### src/hw/rtl/chlcd_pkg.sv
`default_nettype none
package chlcd_pkg;

    localparam int NUM_COLUMNS     = 16;
    localparam int NUM_ROWS        = 2;
    localparam int CFG_INDEX_W     = 4;
    localparam int CFG_DATA_W      = 16;
    localparam int INIT_CMD_COUNT  = 5;

    localparam logic [15:0] INIT_WAIT_LONG  = 16'd5000;
    localparam logic [15:0] INIT_WAIT_SHORT = 16'd1000;

    localparam logic [7:0] CURSOR_BASE = 8'h80;
    localparam logic [7:0] ROW_STRIDE  = 8'h40;

    localparam logic [3:0] INIT_NIBBLE_8BIT = 4'h3;
    localparam logic [3:0] INIT_NIBBLE_4BIT = 4'h2;

    typedef enum logic [CFG_INDEX_W-1:0] {
        REG_POWER_ON_WAIT = 4'd0,
        REG_COMMAND_WAIT  = 4'd1,
        REG_DATA_WAIT     = 4'd2,
        REG_ENABLE_PULSE  = 4'd3
    } cfg_reg_t;

    typedef enum logic [2:0] {
        ACT_TICK          = 3'd0,
        ACT_INIT          = 3'd1,
        ACT_COMMAND       = 3'd2,
        ACT_WRITE_CHAR    = 3'd3,
        ACT_BACKLIGHT_ON  = 3'd4,
        ACT_BACKLIGHT_OFF = 3'd5,
        ACT_MOVE_CURSOR   = 3'd6
    } action_t;

    typedef enum logic [1:0] {
        STAT_OK        = 2'd0,
        STAT_NOT_OWNER = 2'd1,
        STAT_BUSY      = 2'd2
    } status_t;

    typedef enum logic [4:0] {
        ST_IDLE          = 5'd0,
        ST_INIT_POWER    = 5'd1,
        ST_INIT_PULSE1   = 5'd2,
        ST_INIT_WAIT1    = 5'd3,
        ST_INIT_PULSE2   = 5'd4,
        ST_INIT_WAIT2    = 5'd5,
        ST_INIT_PULSE3   = 5'd6,
        ST_INIT_WAIT3    = 5'd7,
        ST_INIT_PULSE4   = 5'd8,
        ST_INIT_WAIT4    = 5'd9,
        ST_BYTE_SETUP_HI = 5'd10,
        ST_BYTE_PULSE_HI = 5'd11,
        ST_BYTE_SETUP_LO = 5'd12,
        ST_BYTE_PULSE_LO = 5'd13,
        ST_BYTE_WAIT     = 5'd14
    } seq_step_t;

    typedef struct packed {
        logic [15:0] power_on_wait_ticks;
        logic [15:0] command_wait_ticks;
        logic [15:0] data_wait_ticks;
        logic [7:0]  enable_pulse_ticks;
    } lcd_cfg_t;

    typedef struct packed {
        logic [2:0] action;
        logic [7:0] byte_value;
        logic [7:0] column;
        logic [7:0] row;
        logic       caller_is_owner;
    } lcd_item_t;

    typedef struct packed {
        logic       pin_rs;
        logic       pin_enable;
        logic [3:0] pin_nibble;
        logic       pin_backlight;
        logic       busy_res;
        logic [1:0] status;
    } lcd_result_t;

    function automatic logic [7:0] init_cmd(input logic [2:0] idx);
        logic [7:0] cmd;
        case (idx)
            3'd0:    cmd = 8'b0010_1000;  // 4-bit bus, two lines
            3'd1:    cmd = 8'b0000_1000;  // display off
            3'd2:    cmd = 8'h01;         // clear
            3'd3:    cmd = 8'b0000_0110;  // entry mode
            3'd4:    cmd = 8'b0000_1100;  // display on
            default: cmd = 8'h00;
        endcase
        return cmd;
    endfunction

endpackage
`default_nettype wire

### src/hw/rtl/char_lcd_nibble_interface_unit.sv
`default_nettype none
// Channel   Handshake              Payload
// s_        s_valid / s_ready      action, byte_value, column, row, caller_is_owner
// m_        m_valid / m_ready      pin_rs, pin_enable, pin_nibble, pin_backlight,
//                                  busy_res, status
// cfg_      cfg_valid / cfg_ready  cfg_index, cfg_data
//
// One item per clock while the m_ side is not stalled. An item sits in the input
// register until it advances, when the sequencer state and the result register
// update together and m_valid rises. Reset (aresetn low, synchronous) clears both
// stages, the sequencer and the config registers to their defaults. A stalled m_
// side holds the result; the input register still takes one more item. cfg_ready is
// always high.
module char_lcd_nibble_interface_unit
    import chlcd_pkg::*;
(
    input  wire logic                   aclk,
    input  wire logic                   aresetn,
    input  wire logic                   s_valid,
    output wire logic                   s_ready,
    input  wire logic [2:0]             s_action,
    input  wire logic [7:0]             s_byte_value,
    input  wire logic [7:0]             s_column,
    input  wire logic [7:0]             s_row,
    input  wire logic                   s_caller_is_owner,
    output wire logic                   m_valid,
    input  wire logic                   m_ready,
    output wire logic                   m_pin_rs,
    output wire logic                   m_pin_enable,
    output wire logic [3:0]             m_pin_nibble,
    output wire logic                   m_pin_backlight,
    output wire logic                   m_busy_res,
    output wire logic [1:0]             m_status,
    input  wire logic                   cfg_valid,
    output wire logic                   cfg_ready,
    input  wire logic [CFG_INDEX_W-1:0] cfg_index,
    input  wire logic [CFG_DATA_W-1:0]  cfg_data
);

    logic        in_valid_reg;
    lcd_item_t   in_item_reg;
    logic        out_valid_reg;
    lcd_result_t out_res_reg;
    lcd_result_t seq_res;
    lcd_cfg_t    cfg;
    logic        out_free;
    logic        advance;

    assign out_free  = !out_valid_reg || m_ready;
    assign advance   = in_valid_reg && out_free;
    assign s_ready   = !in_valid_reg || out_free;
    assign cfg_ready = 1'b1;

    chlcd_cfg_regs u_cfg (
        .aclk     (aclk),
        .aresetn  (aresetn),
        .wr_en    (cfg_valid),
        .wr_index (cfg_index),
        .wr_data  (cfg_data),
        .cfg      (cfg)
    );

    chlcd_seq u_seq (
        .aclk    (aclk),
        .aresetn (aresetn),
        .step_en (advance),
        .item    (in_item_reg),
        .cfg     (cfg),
        .result  (seq_res)
    );

    always_ff @(posedge aclk) begin
        if (!aresetn) begin
            in_valid_reg <= 1'b0;
        end else if (s_ready) begin
            in_valid_reg <= s_valid;
        end
    end

    always_ff @(posedge aclk) begin
        if (s_valid && s_ready) begin
            in_item_reg.action          <= s_action;
            in_item_reg.byte_value      <= s_byte_value;
            in_item_reg.column          <= s_column;
            in_item_reg.row             <= s_row;
            in_item_reg.caller_is_owner <= s_caller_is_owner;
        end
    end

    always_ff @(posedge aclk) begin
        if (!aresetn) begin
            out_valid_reg <= 1'b0;
        end else if (out_free) begin
            out_valid_reg <= advance;
        end
    end

    always_ff @(posedge aclk) begin
        if (advance) begin
            out_res_reg <= seq_res;
        end
    end

    assign m_valid         = out_valid_reg;
    assign m_pin_rs        = out_res_reg.pin_rs;
    assign m_pin_enable    = out_res_reg.pin_enable;
    assign m_pin_nibble    = out_res_reg.pin_nibble;
    assign m_pin_backlight = out_res_reg.pin_backlight;
    assign m_busy_res      = out_res_reg.busy_res;
    assign m_status        = out_res_reg.status;

endmodule
`default_nettype wire

### src/hw/rtl/chlcd_cfg_regs.sv
`default_nettype none
module chlcd_cfg_regs
    import chlcd_pkg::*;
(
    input  wire logic                   aclk,
    input  wire logic                   aresetn,
    input  wire logic                   wr_en,
    input  wire logic [CFG_INDEX_W-1:0] wr_index,
    input  wire logic [CFG_DATA_W-1:0]  wr_data,
    output lcd_cfg_t                    cfg
);

    lcd_cfg_t cfg_reg;

    always_ff @(posedge aclk) begin
        if (!aresetn) begin
            cfg_reg.power_on_wait_ticks <= 16'd20000;
            cfg_reg.command_wait_ticks  <= 16'd1000;
            cfg_reg.data_wait_ticks     <= 16'd50;
            cfg_reg.enable_pulse_ticks  <= 8'd1;
        end else if (wr_en) begin
            case (wr_index)
                REG_POWER_ON_WAIT: cfg_reg.power_on_wait_ticks <= wr_data;
                REG_COMMAND_WAIT:  cfg_reg.command_wait_ticks  <= wr_data;
                REG_DATA_WAIT:     cfg_reg.data_wait_ticks     <= wr_data;
                REG_ENABLE_PULSE:  cfg_reg.enable_pulse_ticks  <= wr_data[7:0];
                default: ;
            endcase
        end
    end

    assign cfg = cfg_reg;

endmodule
`default_nettype wire

### src/hw/rtl/chlcd_seq.sv
`default_nettype none
module chlcd_seq
    import chlcd_pkg::*;
(
    input  wire logic  aclk,
    input  wire logic  aresetn,
    input  wire logic  step_en,
    input  wire lcd_item_t item,
    input  wire lcd_cfg_t  cfg,
    output lcd_result_t result
);

    seq_step_t   seq_reg, seq_next;
    logic [15:0] wait_reg, wait_next;
    logic [7:0]  pulse_reg, pulse_next;
    logic [2:0]  idx_reg, idx_next;
    logic [7:0]  pend_reg, pend_next;
    logic        rs_reg, rs_next;
    logic        en_reg, en_next;
    logic [3:0]  nib_reg, nib_next;
    logic        bl_reg, bl_next;
    status_t     status;

    logic [15:0] wait_dec;
    logic [7:0]  pulse_dec;
    logic        busy;
    logic        cursor_off;
    logic [7:0]  cursor_addr;
    logic [7:0]  first_cmd;
    logic [7:0]  boot_cmd;

    assign busy      = (seq_reg != ST_IDLE);
    assign wait_dec  = (wait_reg != 16'd0) ? wait_reg - 16'd1 : 16'd0;
    assign pulse_dec = (pulse_reg != 8'd0) ? pulse_reg - 8'd1 : 8'd0;
    assign cursor_off = (item.column > 8'(NUM_COLUMNS)) || (item.row > 8'(NUM_ROWS));
    // row times 0x40 wraps to the low two row bits
    assign cursor_addr = CURSOR_BASE + {item.row[1:0], 6'd0} - ROW_STRIDE
                         + item.column - 8'd1;
    assign first_cmd = init_cmd(3'd0);
    assign boot_cmd  = init_cmd(idx_reg);

    // next state
    always_comb begin
        seq_next   = seq_reg;
        wait_next  = wait_reg;
        pulse_next = pulse_reg;
        idx_next   = idx_reg;
        pend_next  = pend_reg;
        rs_next    = rs_reg;
        en_next    = en_reg;
        nib_next   = nib_reg;
        bl_next    = bl_reg;
        status     = STAT_OK;
        case (item.action)
            ACT_TICK: begin
                case (seq_reg)
                    ST_IDLE: ;
                    ST_BYTE_SETUP_HI, ST_BYTE_SETUP_LO: begin
                        en_next    = 1'b1;
                        pulse_next = cfg.enable_pulse_ticks;
                        seq_next   = (seq_reg == ST_BYTE_SETUP_HI) ? ST_BYTE_PULSE_HI
                                                                    : ST_BYTE_PULSE_LO;
                    end
                    ST_INIT_PULSE1, ST_INIT_PULSE2, ST_INIT_PULSE3, ST_INIT_PULSE4,
                    ST_BYTE_PULSE_HI, ST_BYTE_PULSE_LO: begin
                        pulse_next = pulse_dec;
                        if (pulse_dec == 8'd0) begin
                            en_next = 1'b0;
                            case (seq_reg)
                                ST_INIT_PULSE1: begin
                                    wait_next = INIT_WAIT_LONG;
                                    seq_next  = ST_INIT_WAIT1;
                                end
                                ST_INIT_PULSE2: begin
                                    wait_next = INIT_WAIT_SHORT;
                                    seq_next  = ST_INIT_WAIT2;
                                end
                                ST_INIT_PULSE3: begin
                                    nib_next  = INIT_NIBBLE_4BIT;
                                    wait_next = INIT_WAIT_LONG;
                                    seq_next  = ST_INIT_WAIT3;
                                end
                                ST_INIT_PULSE4: begin
                                    wait_next = INIT_WAIT_LONG;
                                    seq_next  = ST_INIT_WAIT4;
                                end
                                ST_BYTE_PULSE_HI: begin
                                    nib_next = pend_reg[3:0];
                                    seq_next = ST_BYTE_SETUP_LO;
                                end
                                default: begin
                                    wait_next = rs_reg ? cfg.data_wait_ticks
                                                       : cfg.command_wait_ticks;
                                    seq_next  = ST_BYTE_WAIT;
                                end
                            endcase
                        end
                    end
                    ST_INIT_POWER, ST_INIT_WAIT1, ST_INIT_WAIT2, ST_INIT_WAIT3: begin
                        wait_next = wait_dec;
                        if (wait_dec == 16'd0) begin
                            en_next    = 1'b1;
                            pulse_next = cfg.enable_pulse_ticks;
                            seq_next   = seq_step_t'(seq_reg + 5'd1);
                        end
                    end
                    ST_INIT_WAIT4: begin
                        wait_next = wait_dec;
                        if (wait_dec == 16'd0) begin
                            idx_next  = 3'd1;
                            pend_next = first_cmd;
                            rs_next   = 1'b0;
                            nib_next  = first_cmd[7:4];
                            en_next   = 1'b0;
                            seq_next  = ST_BYTE_SETUP_HI;
                        end
                    end
                    ST_BYTE_WAIT: begin
                        wait_next = wait_dec;
                        if (wait_dec == 16'd0) begin
                            if (idx_reg >= 3'd1 && idx_reg < 3'(INIT_CMD_COUNT)) begin
                                idx_next  = (idx_reg == 3'(INIT_CMD_COUNT - 1)) ? 3'd0
                                                                               : idx_reg + 3'd1;
                                pend_next = boot_cmd;
                                rs_next   = 1'b0;
                                nib_next  = boot_cmd[7:4];
                                en_next   = 1'b0;
                                seq_next  = ST_BYTE_SETUP_HI;
                            end else begin
                                idx_next = 3'd0;
                                seq_next = ST_IDLE;
                            end
                        end
                    end
                    default: seq_next = ST_IDLE;
                endcase
            end
            ACT_INIT: begin
                if (busy) begin
                    status = STAT_BUSY;
                end else begin
                    rs_next   = 1'b0;
                    en_next   = 1'b0;
                    nib_next  = INIT_NIBBLE_8BIT;
                    idx_next  = 3'd0;
                    wait_next = cfg.power_on_wait_ticks;
                    seq_next  = ST_INIT_POWER;
                end
            end
            ACT_COMMAND, ACT_WRITE_CHAR, ACT_BACKLIGHT_ON, ACT_BACKLIGHT_OFF,
            ACT_MOVE_CURSOR: begin
                if (!item.caller_is_owner) begin
                    status = STAT_NOT_OWNER;
                end else if (item.action == ACT_BACKLIGHT_ON) begin
                    bl_next = 1'b1;
                end else if (item.action == ACT_BACKLIGHT_OFF) begin
                    bl_next = 1'b0;
                end else if (item.action == ACT_MOVE_CURSOR && cursor_off) begin
                    status = STAT_OK;
                end else if (busy) begin
                    status = STAT_BUSY;
                end else begin
                    pend_next = (item.action == ACT_MOVE_CURSOR) ? cursor_addr
                                                                  : item.byte_value;
                    nib_next  = (item.action == ACT_MOVE_CURSOR) ? cursor_addr[7:4]
                                                                  : item.byte_value[7:4];
                    rs_next   = (item.action == ACT_WRITE_CHAR);
                    en_next   = 1'b0;
                    seq_next  = ST_BYTE_SETUP_HI;
                end
            end
            default: ;
        endcase
    end

    // outputs: pin levels after the item
    always_comb begin
        result.pin_rs        = rs_next;
        result.pin_enable    = en_next;
        result.pin_nibble    = nib_next;
        result.pin_backlight = bl_next;
        result.busy_res      = (seq_next != ST_IDLE);
        result.status        = status;
    end

    always_ff @(posedge aclk) begin
        if (!aresetn) begin
            seq_reg   <= ST_IDLE;
            wait_reg  <= 16'd0;
            pulse_reg <= 8'd0;
            idx_reg   <= 3'd0;
            pend_reg  <= 8'd0;
            rs_reg    <= 1'b0;
            en_reg    <= 1'b0;
            nib_reg   <= 4'd0;
            bl_reg    <= 1'b0;
        end else if (step_en) begin
            seq_reg   <= seq_next;
            wait_reg  <= wait_next;
            pulse_reg <= pulse_next;
            idx_reg   <= idx_next;
            pend_reg  <= pend_next;
            rs_reg    <= rs_next;
            en_reg    <= en_next;
            nib_reg   <= nib_next;
            bl_reg    <= bl_next;
        end
    end

endmodule
`default_nettype wire

### config.mk
export PLATFORM = sky130hd
export DESIGN_NAME = char_lcd_nibble_interface_unit
export DESIGN_NICKNAME = d
export VERILOG_FILES = /design/src/hw/rtl/chlcd_pkg.sv /design/src/hw/rtl/char_lcd_nibble_interface_unit.sv /design/src/hw/rtl/chlcd_cfg_regs.sv /design/src/hw/rtl/chlcd_seq.sv
export SDC_FILE = /design/constraint.sdc
export NUM_CORES = 1
export LEC_CHECK = 0
export ABC_AREA = 1
export BUFFER_PORTS_ARGS = -buffer_cell sky130_fd_sc_hd__buf_4
export CORE_ASPECT_RATIO = 1.1
export CORE_MARGIN = 1.5
export CORE_UTILIZATION = 45
export CTS_BUF_LIST = sky130_fd_sc_hd__clkbuf_16
export DETAILED_ROUTE_END_ITERATION = 7
export PLACE_DENSITY = 0.73
export SYNTH_ARGS = -nofsm -noshare
export SYNTH_HDL_FRONTEND = slang
export SYNTH_HIERARCHICAL = 1
export SYNTH_SLANG_ARGS = --single-unit
### constraint.sdc
create_clock -name aclk -period 2.49 [get_ports aclk]
set_input_delay 0.498 -clock aclk [delete_from_list [all_inputs] [get_ports aclk]]
set_output_delay 0.498 -clock aclk [all_outputs]
set_load 0.01 [all_outputs]
# Word-level counts from Yosys, hierarchy flattened
# Index checks and enable logic that the tools add are counted.
[word_totals]
wordCells = 206
register_bits = 139
in_bits = 53
output_inout_bits = 13
[op_classes]
addsub = 8
n_mux = 91
reduce_logical = 36
eq_ne = 41
order_cmp = 4
[ops]
columns = ["operator", "count"]
rows = [
  ["$mux 4", 21],
  ["$mux 16", 4],
  ["$pmux 16 s2", 2],
  ["$mux 5", 10],
  ["$pmux 16 s3", 1],
  ["$eq 5x4->1 const B", 7],
  ["$pmux 5 s6", 1],
  ["$pmux 6 s5", 1],
  ["$pmux 4 s2", 3],
  ["$pmux 4 s3", 2],
  ["$pmux 8 s3", 1],
  ["$mux 1", 23],
  ["$eq 5x3->1 const B", 4],
  ["$pmux 4 s5", 1],
  ["$mux 3", 6],
  ["$logic_not 16->1", 1],
  ["$mux 8", 2],
  ["$reduce_bool 16->1", 1],
  ["$sub 16x1->16 const B", 1],
  ["$sub 8x1->8 const B", 2],
  ["$ne 3x2->1 const B", 5],
  ["$pmux 5 s3", 1],
  ["$eq 3x2->1 const B", 4],
  ["$eq 3x3->1 const B", 4],
  ["43 further kinds", 72],
]

# Longest topological paths before layout
# Gate-level depths: netlist of the first run.
[depth]
depth_word = 11
mapped_depth = 20
mapped_depth_nobuf = 20

# Hierarchy
# Netlist of the first run, hierarchy kept.
[modules_own_cells]
columns = ["mod", "seq_area_each_um2", "area_per_inst_um2", "n_inst", "cells_per_inst"]
rows = [
  ["chlcd_seq", 860.8, 4675.7, 1, 806],
  ["chlcd_cfg_regs", 1121.1, 2549.9, 1, 383],
  ["char_lcd_nibble_interface_unit", 1181.1, 1247.4, 1, 53],
]

# Worst setup path before layout of the first run
# Ideal clock, no wire load.
[synth_path]
path_kind = "register to register"
startpoint = "reg u_seq.wait_reg[0]"
endpoint = "reg out_res_reg, in the netlist m_busy_res, data pin"
t_required_ps = 2230
setup_slack_ps = -193
setup_time_ps = 260
path_buffers = 1
arrival_time_ps = 2423
path_stages_with_launch = 21
cell_sequence = "dfxtp_1 inv_1 ha_1 nand2_2 nor2_4 nand2_4 buf_6 nand3_1 nand2_1 nor2_1 nand2_1 nor2_1 nand2_1 ha_1 nor2_1 a211oi_1 nand2_1 nand2_1 nand3_1 nor2_1 nand3_1"
[synth_lines]
columns = ["item", "line_no", "rtl"]
rows = [
  ["from (decl)", "chlcd_seq.sv:14", "logic [15:0] wait_reg, wait_next;"],
  ["from (signal assigned)", "chlcd_seq.sv:199", "wait_reg <= wait_next;"],
  ["to (signal assigned)", "char_lcd_nibble_interface_unit.sv:100", "out_res_reg <= seq_res;"],
  ["to (decl)", "char_lcd_nibble_interface_unit.sv:43", "lcd_result_t out_res_reg;"],
]

==> key figures, run 1 <==
Final layout
  – Final #Nets: 1478
  – Ant. Diodes: 0
  – Finished Cell Area: 11000 um2
  – Non-Filler Instances: 1665
  – Multi-input combinational cell area: 4650 um2
  – Share of cells above drive strength 1: 27.2%
  – Max reg flops: 56
  – Area grow syn2layout: 30.1%
  – Layout fillers: 1652
  – Register area: 3180 um2

Synthesis
  – Yosys top cell by area: dfxtp_1
  – Cell Area, Synth: 8470 um2
  – Share of Yosys cell area claimed by the top area cell type: 23.9%
  – Yosys reg bits: 139
  – Synth Area per Inst: 6.82 um2
  – Top cells by count, synth: nand2_1 (299), inv_1 (186), nor2_1 (147)
  – Register area share after synthesis: 37.3%
  – Synthesis warning total: 6
  – Post-Synthesis Cells: 1242
  – Post-synth EDFFs: 38
  – Async S/R FF share, synth: 0%
  – Top_reg_cell synth: dfxtp_1
  – Cell with the most instances after synthesis: nand2_1
  – Top cells by area, synth: dfxtp_1 (24%), edfxtp_1 (13%), nand2_1 (13%), inv_1 (8.2%), nor2_1 (6.5%)
  – Netlist cell types: 51
  – Synthesized Nets: 1311

Timing
  – Final Max Slew Viols: 0
  – Minimum clock period: 2.67 ns
  – Worst Max-Slew Pin Slew: 0.766 ns
  – Worst Slack Setup Final: -0.177 ns
  – Unrepaired setup endpoints after global routing: true
  – Rel. slew slack: 48.6%
  – Final setup viols: 17
  – Final hold vios: 0
  – F_max: 0.375 GHz
  – Layout Skew: 0.0142 ns
  – Fin crit share: 107%

Global routing
  – Total grt overflow: 0
  – Largest net degree at the start of global routing: 40
  – Initial antenna violation count: 0
  – First-pass GRT wire length: 38.9 mm
  – GRT Overall Usage: 24.6%
  – Vias in the first global route: 8158

Clock network
  – Cts hold-fix bufs: 0
  – Clk sinks: 139
  – CTS max path bufs: 2
  – Clock root buffer: clkbuf_16
  – CTS tree: built
  – Clock transition at path regs: 0.07 ns
  – Clock buffer count from CTS: 17
  – Worst skew pair latency: 0.43 ns
  – CTS HTree Levels: 4

Floorplanning
  – Initial core utilization: 46.0%
  – Core area: 18400 um2
  – Die area: 19700 um2
  – Die Span Y: 147 um
  – Chip Width: 134 um
  – Row count: 52
  – Top-Level Pins: 66

Placed design
  – Hpwl dp: 17.1 mm
  – Gp weighted congestion: 0.919
  – Placed insts: 1601
  – Placed cell areas: 9820 um2
  – Port-buffer cells: 64

Route
  – Drt total wl: 24.3 mm
  – # DRC: 0
  – DRT iter0 DRCs: 649
  – Drt via density: 5.24
  – Antenna Nets Post-Route: 0
  – Drt pass-1 iters: 6
  – DR vias: 8719
  – WL/cell: 14.6 um

Critical path
  – Crit Path Max Fanout: 8
  – Data arrival at the endpoint of the critical path: 2.83 ns
  – CP startpoint kind: flop
  – Setup slack, reg-to-reg: -0.18 ns
  – Worst setup EP type: flop
  – Critical path type: flop to flop
  – CP Data Required Time: 2.66 ns

Outcome
  – Failing checks: setup timing
  – Outcome: finished with violations

Worst hold path
  – Tightest Hold Check Type: input port to flop

Pwr
  – P per Cell Area: 630 nW/um2
  – Leak Pwr: 5.15 nW
  – Peak VDD IR: 0.521 mV
  – Total power: 6.94 mW

Run
  – Maxcap violations: 0
-- final cells by class --
| class | count | area share (%) |
|---|---|---|
| multi-input combinational | 855 | 42.2 |
| sequential | 139 | 28.9 |
| timing repair buffer | 197 | 14.0 |
| inverter | 199 | 6.87 |
| clock buffer | 17 | 3.86 |
| tap | 243 | 2.76 |
| clock inverter | 15 | 1.38 |
-- critical path: stages, from the launching register on --
cell and delay (ns):
dfxtp_2 0.33, inv_4 0.07, ha_4 0.16, nand2_4 0.06, nor2_4 0.14, nand2_4 0.12
buf_6 0.14, buf_6 0.11, nand2_2 0.05, nand4_1 0.14, nor2_4 0.21, nand3_4 0.15
a21oi_4 0.19, nand2_1 0.09, nand2_1 0.07, nand2_1 0.07, nand2_1 0.08, nand2_1 0.06
nor2_1 0.10, nand3_1 0.06
-- cell usage in the layout (no fill, tap or decap), types with 4 or more instances in the layout --
master,Yosys,routed
nand2_1,299,279
buf_4,5,187
inv_1,186,177
nor2_1,147,126
dfxtp_1,101,86
nand4_1,71,71
nand3_1,73,61
o21ai_0,70,60
edfxtp_1,38,38
a21oi_1,37,35
nor2_2,11,23
nand2_2,8,23
nand3_2,7,18
clkbuf_16,0,18
nor2_4,7,16
inv_2,10,16
o21ai_1,8,15
ha_1,16,14
dfxtp_2,0,14
a31oi_1,11,11
or2_2,9,9
o211ai_1,9,9
nand2_4,1,7
buf_6,4,7
nor3_2,6,7
o22ai_1,7,7
inv_6,0,6
nor3_1,7,6
xor2_1,6,5
o21ai_2,2,5
a211oi_1,7,5
clkinv_1,3,4
inv_8,0,4
a211oi_2,2,4
o2111ai_1,4,4
o221ai_1,4,4
-- layer usage --
| metal | routed length (um) | GRT usage (%) | vias to the layer above | part of all wire (%) |
|---|---|---|---|---|
| li1 | - | - | 4396 | - |
| met1 | 10200 | 30.3 | 3970 | 42 |
| met2 | 12200 | 42.6 | 291 | 50 |
| met3 | 1200 | 3.66 | 62 | 4.9 |
| met4 | 705 | 10.7 | 0 | 2.9 |
| met5 | 0 | 0 | - | 0 |
-- per-stage QoR --
step | hold slack, ns | worst slack (ns) | setup TNS [ns] | utilization (%)
final | 0.244 | -0.177 | -0.878 | 59.9
after global placement | 0.437 | -0.110 | -0.137 | 53.3
after global routing | 0.229 | -0.403 | -4.47 | 59.9
after detailed placement | 0.440 | -0.129 | -0.134 | 53.3
after CTS | 0.228 | -0.138 | -0.194 | 57.5
after floorplan | 0.424 | -0.0379 | -0.0379 | -
-- worst paths after layout --
| check | start | cells after the start | to |
|---|---|---|---|
| worst min-delay path | s_column[4] | 1 | in_item_reg[13] |
| worst max-delay path | u_seq/wait_reg[0] | 19 | m_busy_res |
| worst min register to register | u_cfg/cfg[50] | 2 | u_cfg/cfg[50] |
| worst max register to register | u_seq/wait_reg[0] | 19 | m_busy_res |
-- cells by family (layout without fill, tap and decap cells) --
logic type                 Yosys count  in the layout  share of synthesized area [%]
and+or+nand+nor                    651            653                           34.9
AOI/OAI and AO/OA                  178            178                           12.7
DFF                                139            139                           37.3
other                                1              1                         0.0443
adders and majority gates           16             16                           2.36
xor gates and xnor gates             6              6                          0.620
buffers and inverters              250            428                           11.9
muxes                                1              1                          0.118
-- report_power, final --
group,switching (mW),leakage (nW),internal [mW]
logic,1.12,3.67,0.823
registers,0.0648,1.20,2.42
clock network,1.10,0.285,1.42
total,2.28,5.15,4.66
-- what timing repair did --
item	CTS	global route
setup buffers	9	22
setup endpoints to repair	11	46
pin swaps	23	46
gates resized for setup	30	94
gates cloned	2	1
Power figures use the tool's default switching activity.
==> run 2: changes to the inputs <==
--- a/config.mk
+++ b/config.mk
@@ -7,12 +7,14 @@
 export LEC_CHECK = 0
 export ABC_AREA = 1
 export BUFFER_PORTS_ARGS = -buffer_cell sky130_fd_sc_hd__buf_4
+export CAP_MARGIN = 25
 export CORE_ASPECT_RATIO = 1.1
 export CORE_MARGIN = 1.5
 export CORE_UTILIZATION = 45
 export CTS_BUF_LIST = sky130_fd_sc_hd__clkbuf_16
 export DETAILED_ROUTE_END_ITERATION = 7
-export PLACE_DENSITY = 0.73
+export PLACE_DENSITY = 0.71
+export SKIP_CTS_REPAIR_TIMING = 1
 export SYNTH_ARGS = -nofsm -noshare
 export SYNTH_HDL_FRONTEND = slang
 export SYNTH_HIERARCHICAL = 1
==> constraint.sdc (replaced) <==
create_clock -name aclk -period 3.3 [get_ports aclk]
set_input_delay 0.66 -clock aclk [delete_from_list [all_inputs] [get_ports aclk]]
set_output_delay 0.66 -clock aclk [all_outputs]
set_load 0.01 [all_outputs]
==> key figures, run 2 (synthesis gave the netlist of run 1 again) <==
Outcome
  – Outcome: finished, final reports clean

Route
  – DRT iter0 DRCs: 611
  – Drt pass-1 iters: 5
  – WL/cell: 14.4 um
  – DR vias: 8048
  – Drt via density: 5.21
  – Antenna Nets Post-Route: 0
  – # DRC: 0
  – Drt total wl: 22.2 mm

Final layout
  – Multi-input combinational cell area: 4310 um2
  – Most common cell after layout, fill and taps aside: nand2_1
  – Most frequent cells in the layout: nand2_1 (299), inv_1 (186), nor2_1 (145), dfxtp_1 (101), buf_4 (80)
  – Ant. Diodes: 0
  – Register area: 3160 um2
  – Post-layout util: 52.7%
  – Max reg flops: 56
  – Final #Nets: 1359
  – Non-Filler Instances: 1546
  – Layout fillers: 1851
  – Finished Cell Area: 9710 um2
  – Area grow syn2layout: 14.5%
  – Share of cells above drive strength 1: 14.0%

Timing
  – Final setup viols: 0
  – Hold slack: 0.400 ns
  – Final Max Slew Viols: 0
  – Fin crit share: 89.7%
  – Fin Setup TNS: 0 ns
  – Unrepaired setup endpoints after global routing: false
  – F_max: 0.338 GHz
  – Worst Max-Slew Pin Slew: 0.877 ns
  – Final hold vios: 0
  – Minimum clock period: 2.96 ns
  – Rel. slew slack: 41.2%
  – Layout Skew: 0.0120 ns

Critical path
  – Worst setup EP type: flop
  – CP Data Required Time: 3.47 ns
  – CP startpoint kind: flop
  – FF-to-FF path depth: 17
  – Critical path type: flop to flop
  – Data arrival at the endpoint of the critical path: 3.13 ns
  – Crit Path Max Fanout: 17

Global routing
  – Initial antenna violation count: 0
  – Largest net degree at the start of global routing: 82
  – Met3 usage: 3.59%
  – Grt met2 use: 38.9%
  – Vias in the first global route: 7524
  – Layer with the highest usage: met2
  – M1 GR Usage: 30.7%
  – First-pass GRT wire length: 36.7 mm
  – Total grt overflow: 0
  – GRT Overall Usage: 23.3%

Clock network
  – CTS tree: built
  – CTS HTree Levels: 4
  – CTS max path bufs: 2
  – Clock buffer count from CTS: 17
  – Clock root buffer: clkbuf_16
  – Worst skew pair latency: 0.43 ns
  – Clk sinks: 139
  – Clock transition at path regs: 0.06 ns

Floorplanning
  – Die Span Y: 147 um
  – Top-Level Pins: 66
  – Row count: 52
  – Initial core utilization: 46.0%
  – Die area: 19700 um2
  – Core area: 18400 um2
  – Chip Width: 134 um

Worst hold path
  – Tightest Hold Check Type: input port to flop
  – WHS Path Cells: 1

Pwr
  – Leak Pwr: 4.48 nW
  – P per Cell Area: 491 nW/um2
  – Peak VDD IR: 0.385 mV

Placed design
  – Hpwl dp: 15.9 mm
  – Gp weighted congestion: 0.893
  – Port-buffer cells: 64
  – Placed cell areas: 9120 um2
  – Placed insts: 1514

Run
  – Maxcap violations: 0
run 2: cell types whose count changed in the layout (fill, tap and decap cells not counted), moves of 10 or more:
cell     change
nand3_2     -11
nor2_1      +19
buf_4      -107
dfxtp_2     -14
o21ai_0     +10
nand2_1     +20
nand3_1     +12
nor2_2      -10
nand2_2     -15
dfxtp_1     +15
run 2: cell type report:
cell class	count	share of cell area (%)
Sequential cell	139	32.6
Timing Repair Buffer	80	6.19
Multi-Input combinational cell	853	44.4
Clock buffer	17	4.38
Tap cell	243	3.13
Inverter	199	7.70
Clock inverter	15	1.57
run 2: per-layer routing:
| layer | part of all wire, % | routed length (um) | vias to the layer above |
|---|---|---|---|
| met3 | 5.1 | 1130 | 32 |
| li1 | - | - | 4160 |
| met5 | 0 | 0 | - |
| met1 | 45 | 10000 | 3634 |
| met4 | 1.8 | 410 | 0 |
| met2 | 48 | 10600 | 222 |
run 2: stage by stage:
| stage | setup WS, ns | total power, mW |
|---|---|---|
| after floorplan | 0.617 | 2.63 |
| after global placement | 0.324 | 2.89 |
| after detailed placement | 0.238 | 2.89 |
| after CTS | 0.218 | 4.80 |
| after global routing | 0.0159 | 5.01 |
| final | 0.341 | 4.77 |
run 2: worst paths after layout:
path                                        to  slack [ns]              start
worst max-delay path                m_busy_res        0.34  u_seq/wait_reg[0]
worst min-delay path            in_item_reg[3]        0.40           s_row[2]
worst max register to register      m_busy_res        0.34  u_seq/wait_reg[0]
worst min register to register   u_cfg/cfg[50]        0.45      u_cfg/cfg[50]
run 2: critical path, stage by stage, from the launching register on:
cell and delay [ns]:
dfxtp_1 0.31, inv_1 0.14, ha_2 0.25, nand2_2 0.10
nor2_4 0.13, nand2_4 0.15, nand3_1 0.19, nand2_1 0.08
nor3_2 0.24, nand2_1 0.16, ha_1 0.30, nor2_1 0.04
a211oi_1 0.18, nand2_1 0.08, nand2_1 0.08, nand3_1 0.07
nor2_1 0.11, nand3_1 0.08
run 2: power breakdown:
group	leakage (nW)	internal, mW	switching (mW)	total, mW
logic	3.00	0.331	0.661	0.992
registers	1.19	1.83	0.0490	1.88
clock network	0.285	1.07	0.830	1.90
total	4.48	3.23	1.54	4.77
==> run 3: changes to the inputs <==
--- a/config.mk
+++ b/config.mk
@@ -6,15 +6,17 @@
 export NUM_CORES = 1
 export LEC_CHECK = 0
 export ABC_AREA = 1
-export BUFFER_PORTS_ARGS = -buffer_cell sky130_fd_sc_hd__buf_4
 export CAP_MARGIN = 25
 export CORE_ASPECT_RATIO = 1.1
 export CORE_MARGIN = 1.5
 export CORE_UTILIZATION = 45
 export CTS_BUF_LIST = sky130_fd_sc_hd__clkbuf_16
 export DETAILED_ROUTE_END_ITERATION = 7
-export PLACE_DENSITY = 0.71
+export DONT_BUFFER_PORTS = 1
+export PLACE_DENSITY = 0.68
+export REMOVE_ABC_BUFFERS = 1
 export SKIP_CTS_REPAIR_TIMING = 1
+export SLEW_MARGIN = 10
 export SYNTH_ARGS = -nofsm -noshare
 export SYNTH_HDL_FRONTEND = slang
 export SYNTH_HIERARCHICAL = 1
==> key figures, run 3 (synthesis gave the netlist of run 1 again) <==
Final layout
  – Area grow syn2layout: 9.26%
  – Most frequent cells in the layout: nand2_1 (299), inv_1 (186), nor2_1 (144), dfxtp_1 (101), nand3_1 (73)
  – Max reg flops: 56
  – Multi-input combinational cell area: 4320 um2
  – Share of cells above drive strength 1: 9.62%
  – Final #Nets: 1293
  – Register area: 3160 um2
  – Layout fillers: 1833
  – Ant. Diodes: 0
  – Most common cell after layout, fill and taps aside: nand2_1

Route
  – # DRC: 0
  – Drt total wl: 21.9 mm
  – DRT iter0 DRCs: 611
  – Drt pass-1 iters: 5
  – Antenna Nets Post-Route: 0
  – WL/cell: 14.8 um
  – DR vias: 7780
  – Drt via density: 5.26

Pwr
  – Leak Pwr: 4.16 nW
  – Peak VDD IR: 0.359 mV
  – Total power: 4.76 mW
  – P per Cell Area: 514 nW/um2

Global routing
  – Vias in the first global route: 7266
  – First-pass GRT wire length: 36.0 mm
  – Largest net degree at the start of global routing: 83
  – Initial antenna violation count: 0
  – GRT Overall Usage: 22.8%
  – Total grt overflow: 0

Clock network
  – CTS max path bufs: 2
  – Clock buffer count from CTS: 17
  – CTS tree: built
  – Clock root buffer: clkbuf_16
  – Clock transition at path regs: 0.07 ns
  – Worst skew pair latency: 0.43 ns
  – Clk sinks: 139
  – CTS HTree Levels: 4

Critical path
  – Max stage delay on crit path: 0.49 ns
  – Worst setup EP type: flop
  – CP top delay family: simple AND/OR/NAND/NOR gates
  – Most used cell, CP: nand2_1
  – Critical path type: flop to flop
  – Worst path slowest cell: dfxtp_1
  – Data arrival at the endpoint of the critical path: 3.25 ns
  – CP startpoint kind: flop
  – Crit path cell chain: inv_1 > ha_1 > nand2_2 > nor2_1 > nor2_2 > nand2_2 > inv_2 > nand2_1 > inv_2 > o21ai_4 > inv_2 > nand2_1 > o211ai_1 > nand3_1 > nand2_1 > nand2_1 > nor2_2 > nand3_1
  – CP bufs+invs: 4
  – CP Data Required Time: 3.46 ns
  – Crit Path Max Fanout: 20

Floorplanning
  – Initial core utilization: 46.0%
  – Top-Level Pins: 66
  – Die Span Y: 147 um
  – Row count: 52
  – Core area: 18400 um2
  – Chip Width: 134 um
  – Die area: 19700 um2

Timing
  – F_max: 0.324 GHz
  – Fin Setup TNS: 0 ns
  – Final hold vios: 0
  – Minimum clock period: 3.09 ns
  – Unrepaired setup endpoints after global routing: false
  – Rel. slew slack: 47.4%
  – Worst Max-Slew Pin Slew: 0.787 ns
  – Final setup viols: 0
  – Fin crit share: 93.5%
  – Final Max Slew Viols: 0
  – Layout Skew: 0.0220 ns

Placed design
  – Gp weighted congestion: 0.923
  – Hpwl dp: 15.7 mm
  – Port-buffer cells: 0

Worst hold path
  – Tightest Hold Check Type: input port to flop

Outcome
  – Outcome: finished, final reports clean

Run
  – Maxcap violations: 0
## run 3: cell count changes in the layout (fill, tap and decap cells not counted)
cell	delta
buf_12	+1
buf_4	-67
bufinv_16	+1
clkinv_1	-1
clkinv_2	-1
clkinvlp_4	+3
inv_6	-2
nor2_1	-1
nor2_2	+1
nor3_2	-1
nor3_4	+1
## run 3: worst reg2reg max path: cells and delay by family, from the launching register on
kind / cells / cell delay (ns)
buf+inv: 4 / 0.68
simple gates: 11 / 1.15
flops: 1 / 0.49
compound gates: 2 / 0.22
fa+ha+maj: 1 / 0.28
## run 3: through the flow
stage / hold slack, ns / worst slack, ns / instances / util, % / cell area (um2)
floorplan: 0.424 / 0.133 / 1191 / - / 8210
global placement: 0.436 / 0.230 / 1448 / 46.9 / 8640
detailed placement: 0.440 / 0.254 / 1448 / 46.9 / 8640
CTS: 0.316 / 0.248 / 1480 / 50.2 / 9240
global route: 0.303 / 0.0132 / 1480 / 50.3 / 9260
finish: 0.321 / 0.215 / 1480 / 50.3 / 9260
## run 3: where the power goes
part / total, mW / internal, mW / switching [mW]
combinational: 0.912 / 0.283 / 0.629
clock: 1.96 / 1.14 / 0.822
sequential: 1.88 / 1.83 / 0.0549
## run 3: area by class of cell
type / count / area share (%)
repair buffers: 14 / 1.27
clock inverters: 15 / 1.93
flip-flops and latches: 139 / 34.2
clock buffers: 17 / 4.60
multi-input cells: 853 / 46.7
inverters: 199 / 8.07
well taps: 243 / 3.28
## run 3: final timing paths
check	startpoint	end	slack, ns	cells after the start
min	aresetn	u_cfg/cfg[51]	0.32	1
max	u_seq/seq_reg[0]	m_busy_res	0.21	18
min reg2reg	u_cfg/cfg[50]	u_cfg/cfg[50]	0.45	2
max reg2reg	u_seq/seq_reg[0]	m_busy_res	0.21	18
## run 3: layer usage
metal | GRT usage, % | vias up | part of all wire (%)
met5 | 0 | - | 0
met1 | 30.0 | 3536 | 46
met3 | 3.73 | 25 | 3.8
met4 | 7.50 | 0 | 1.6
met2 | 38.2 | 190 | 48
li1 | - | 4029 | -
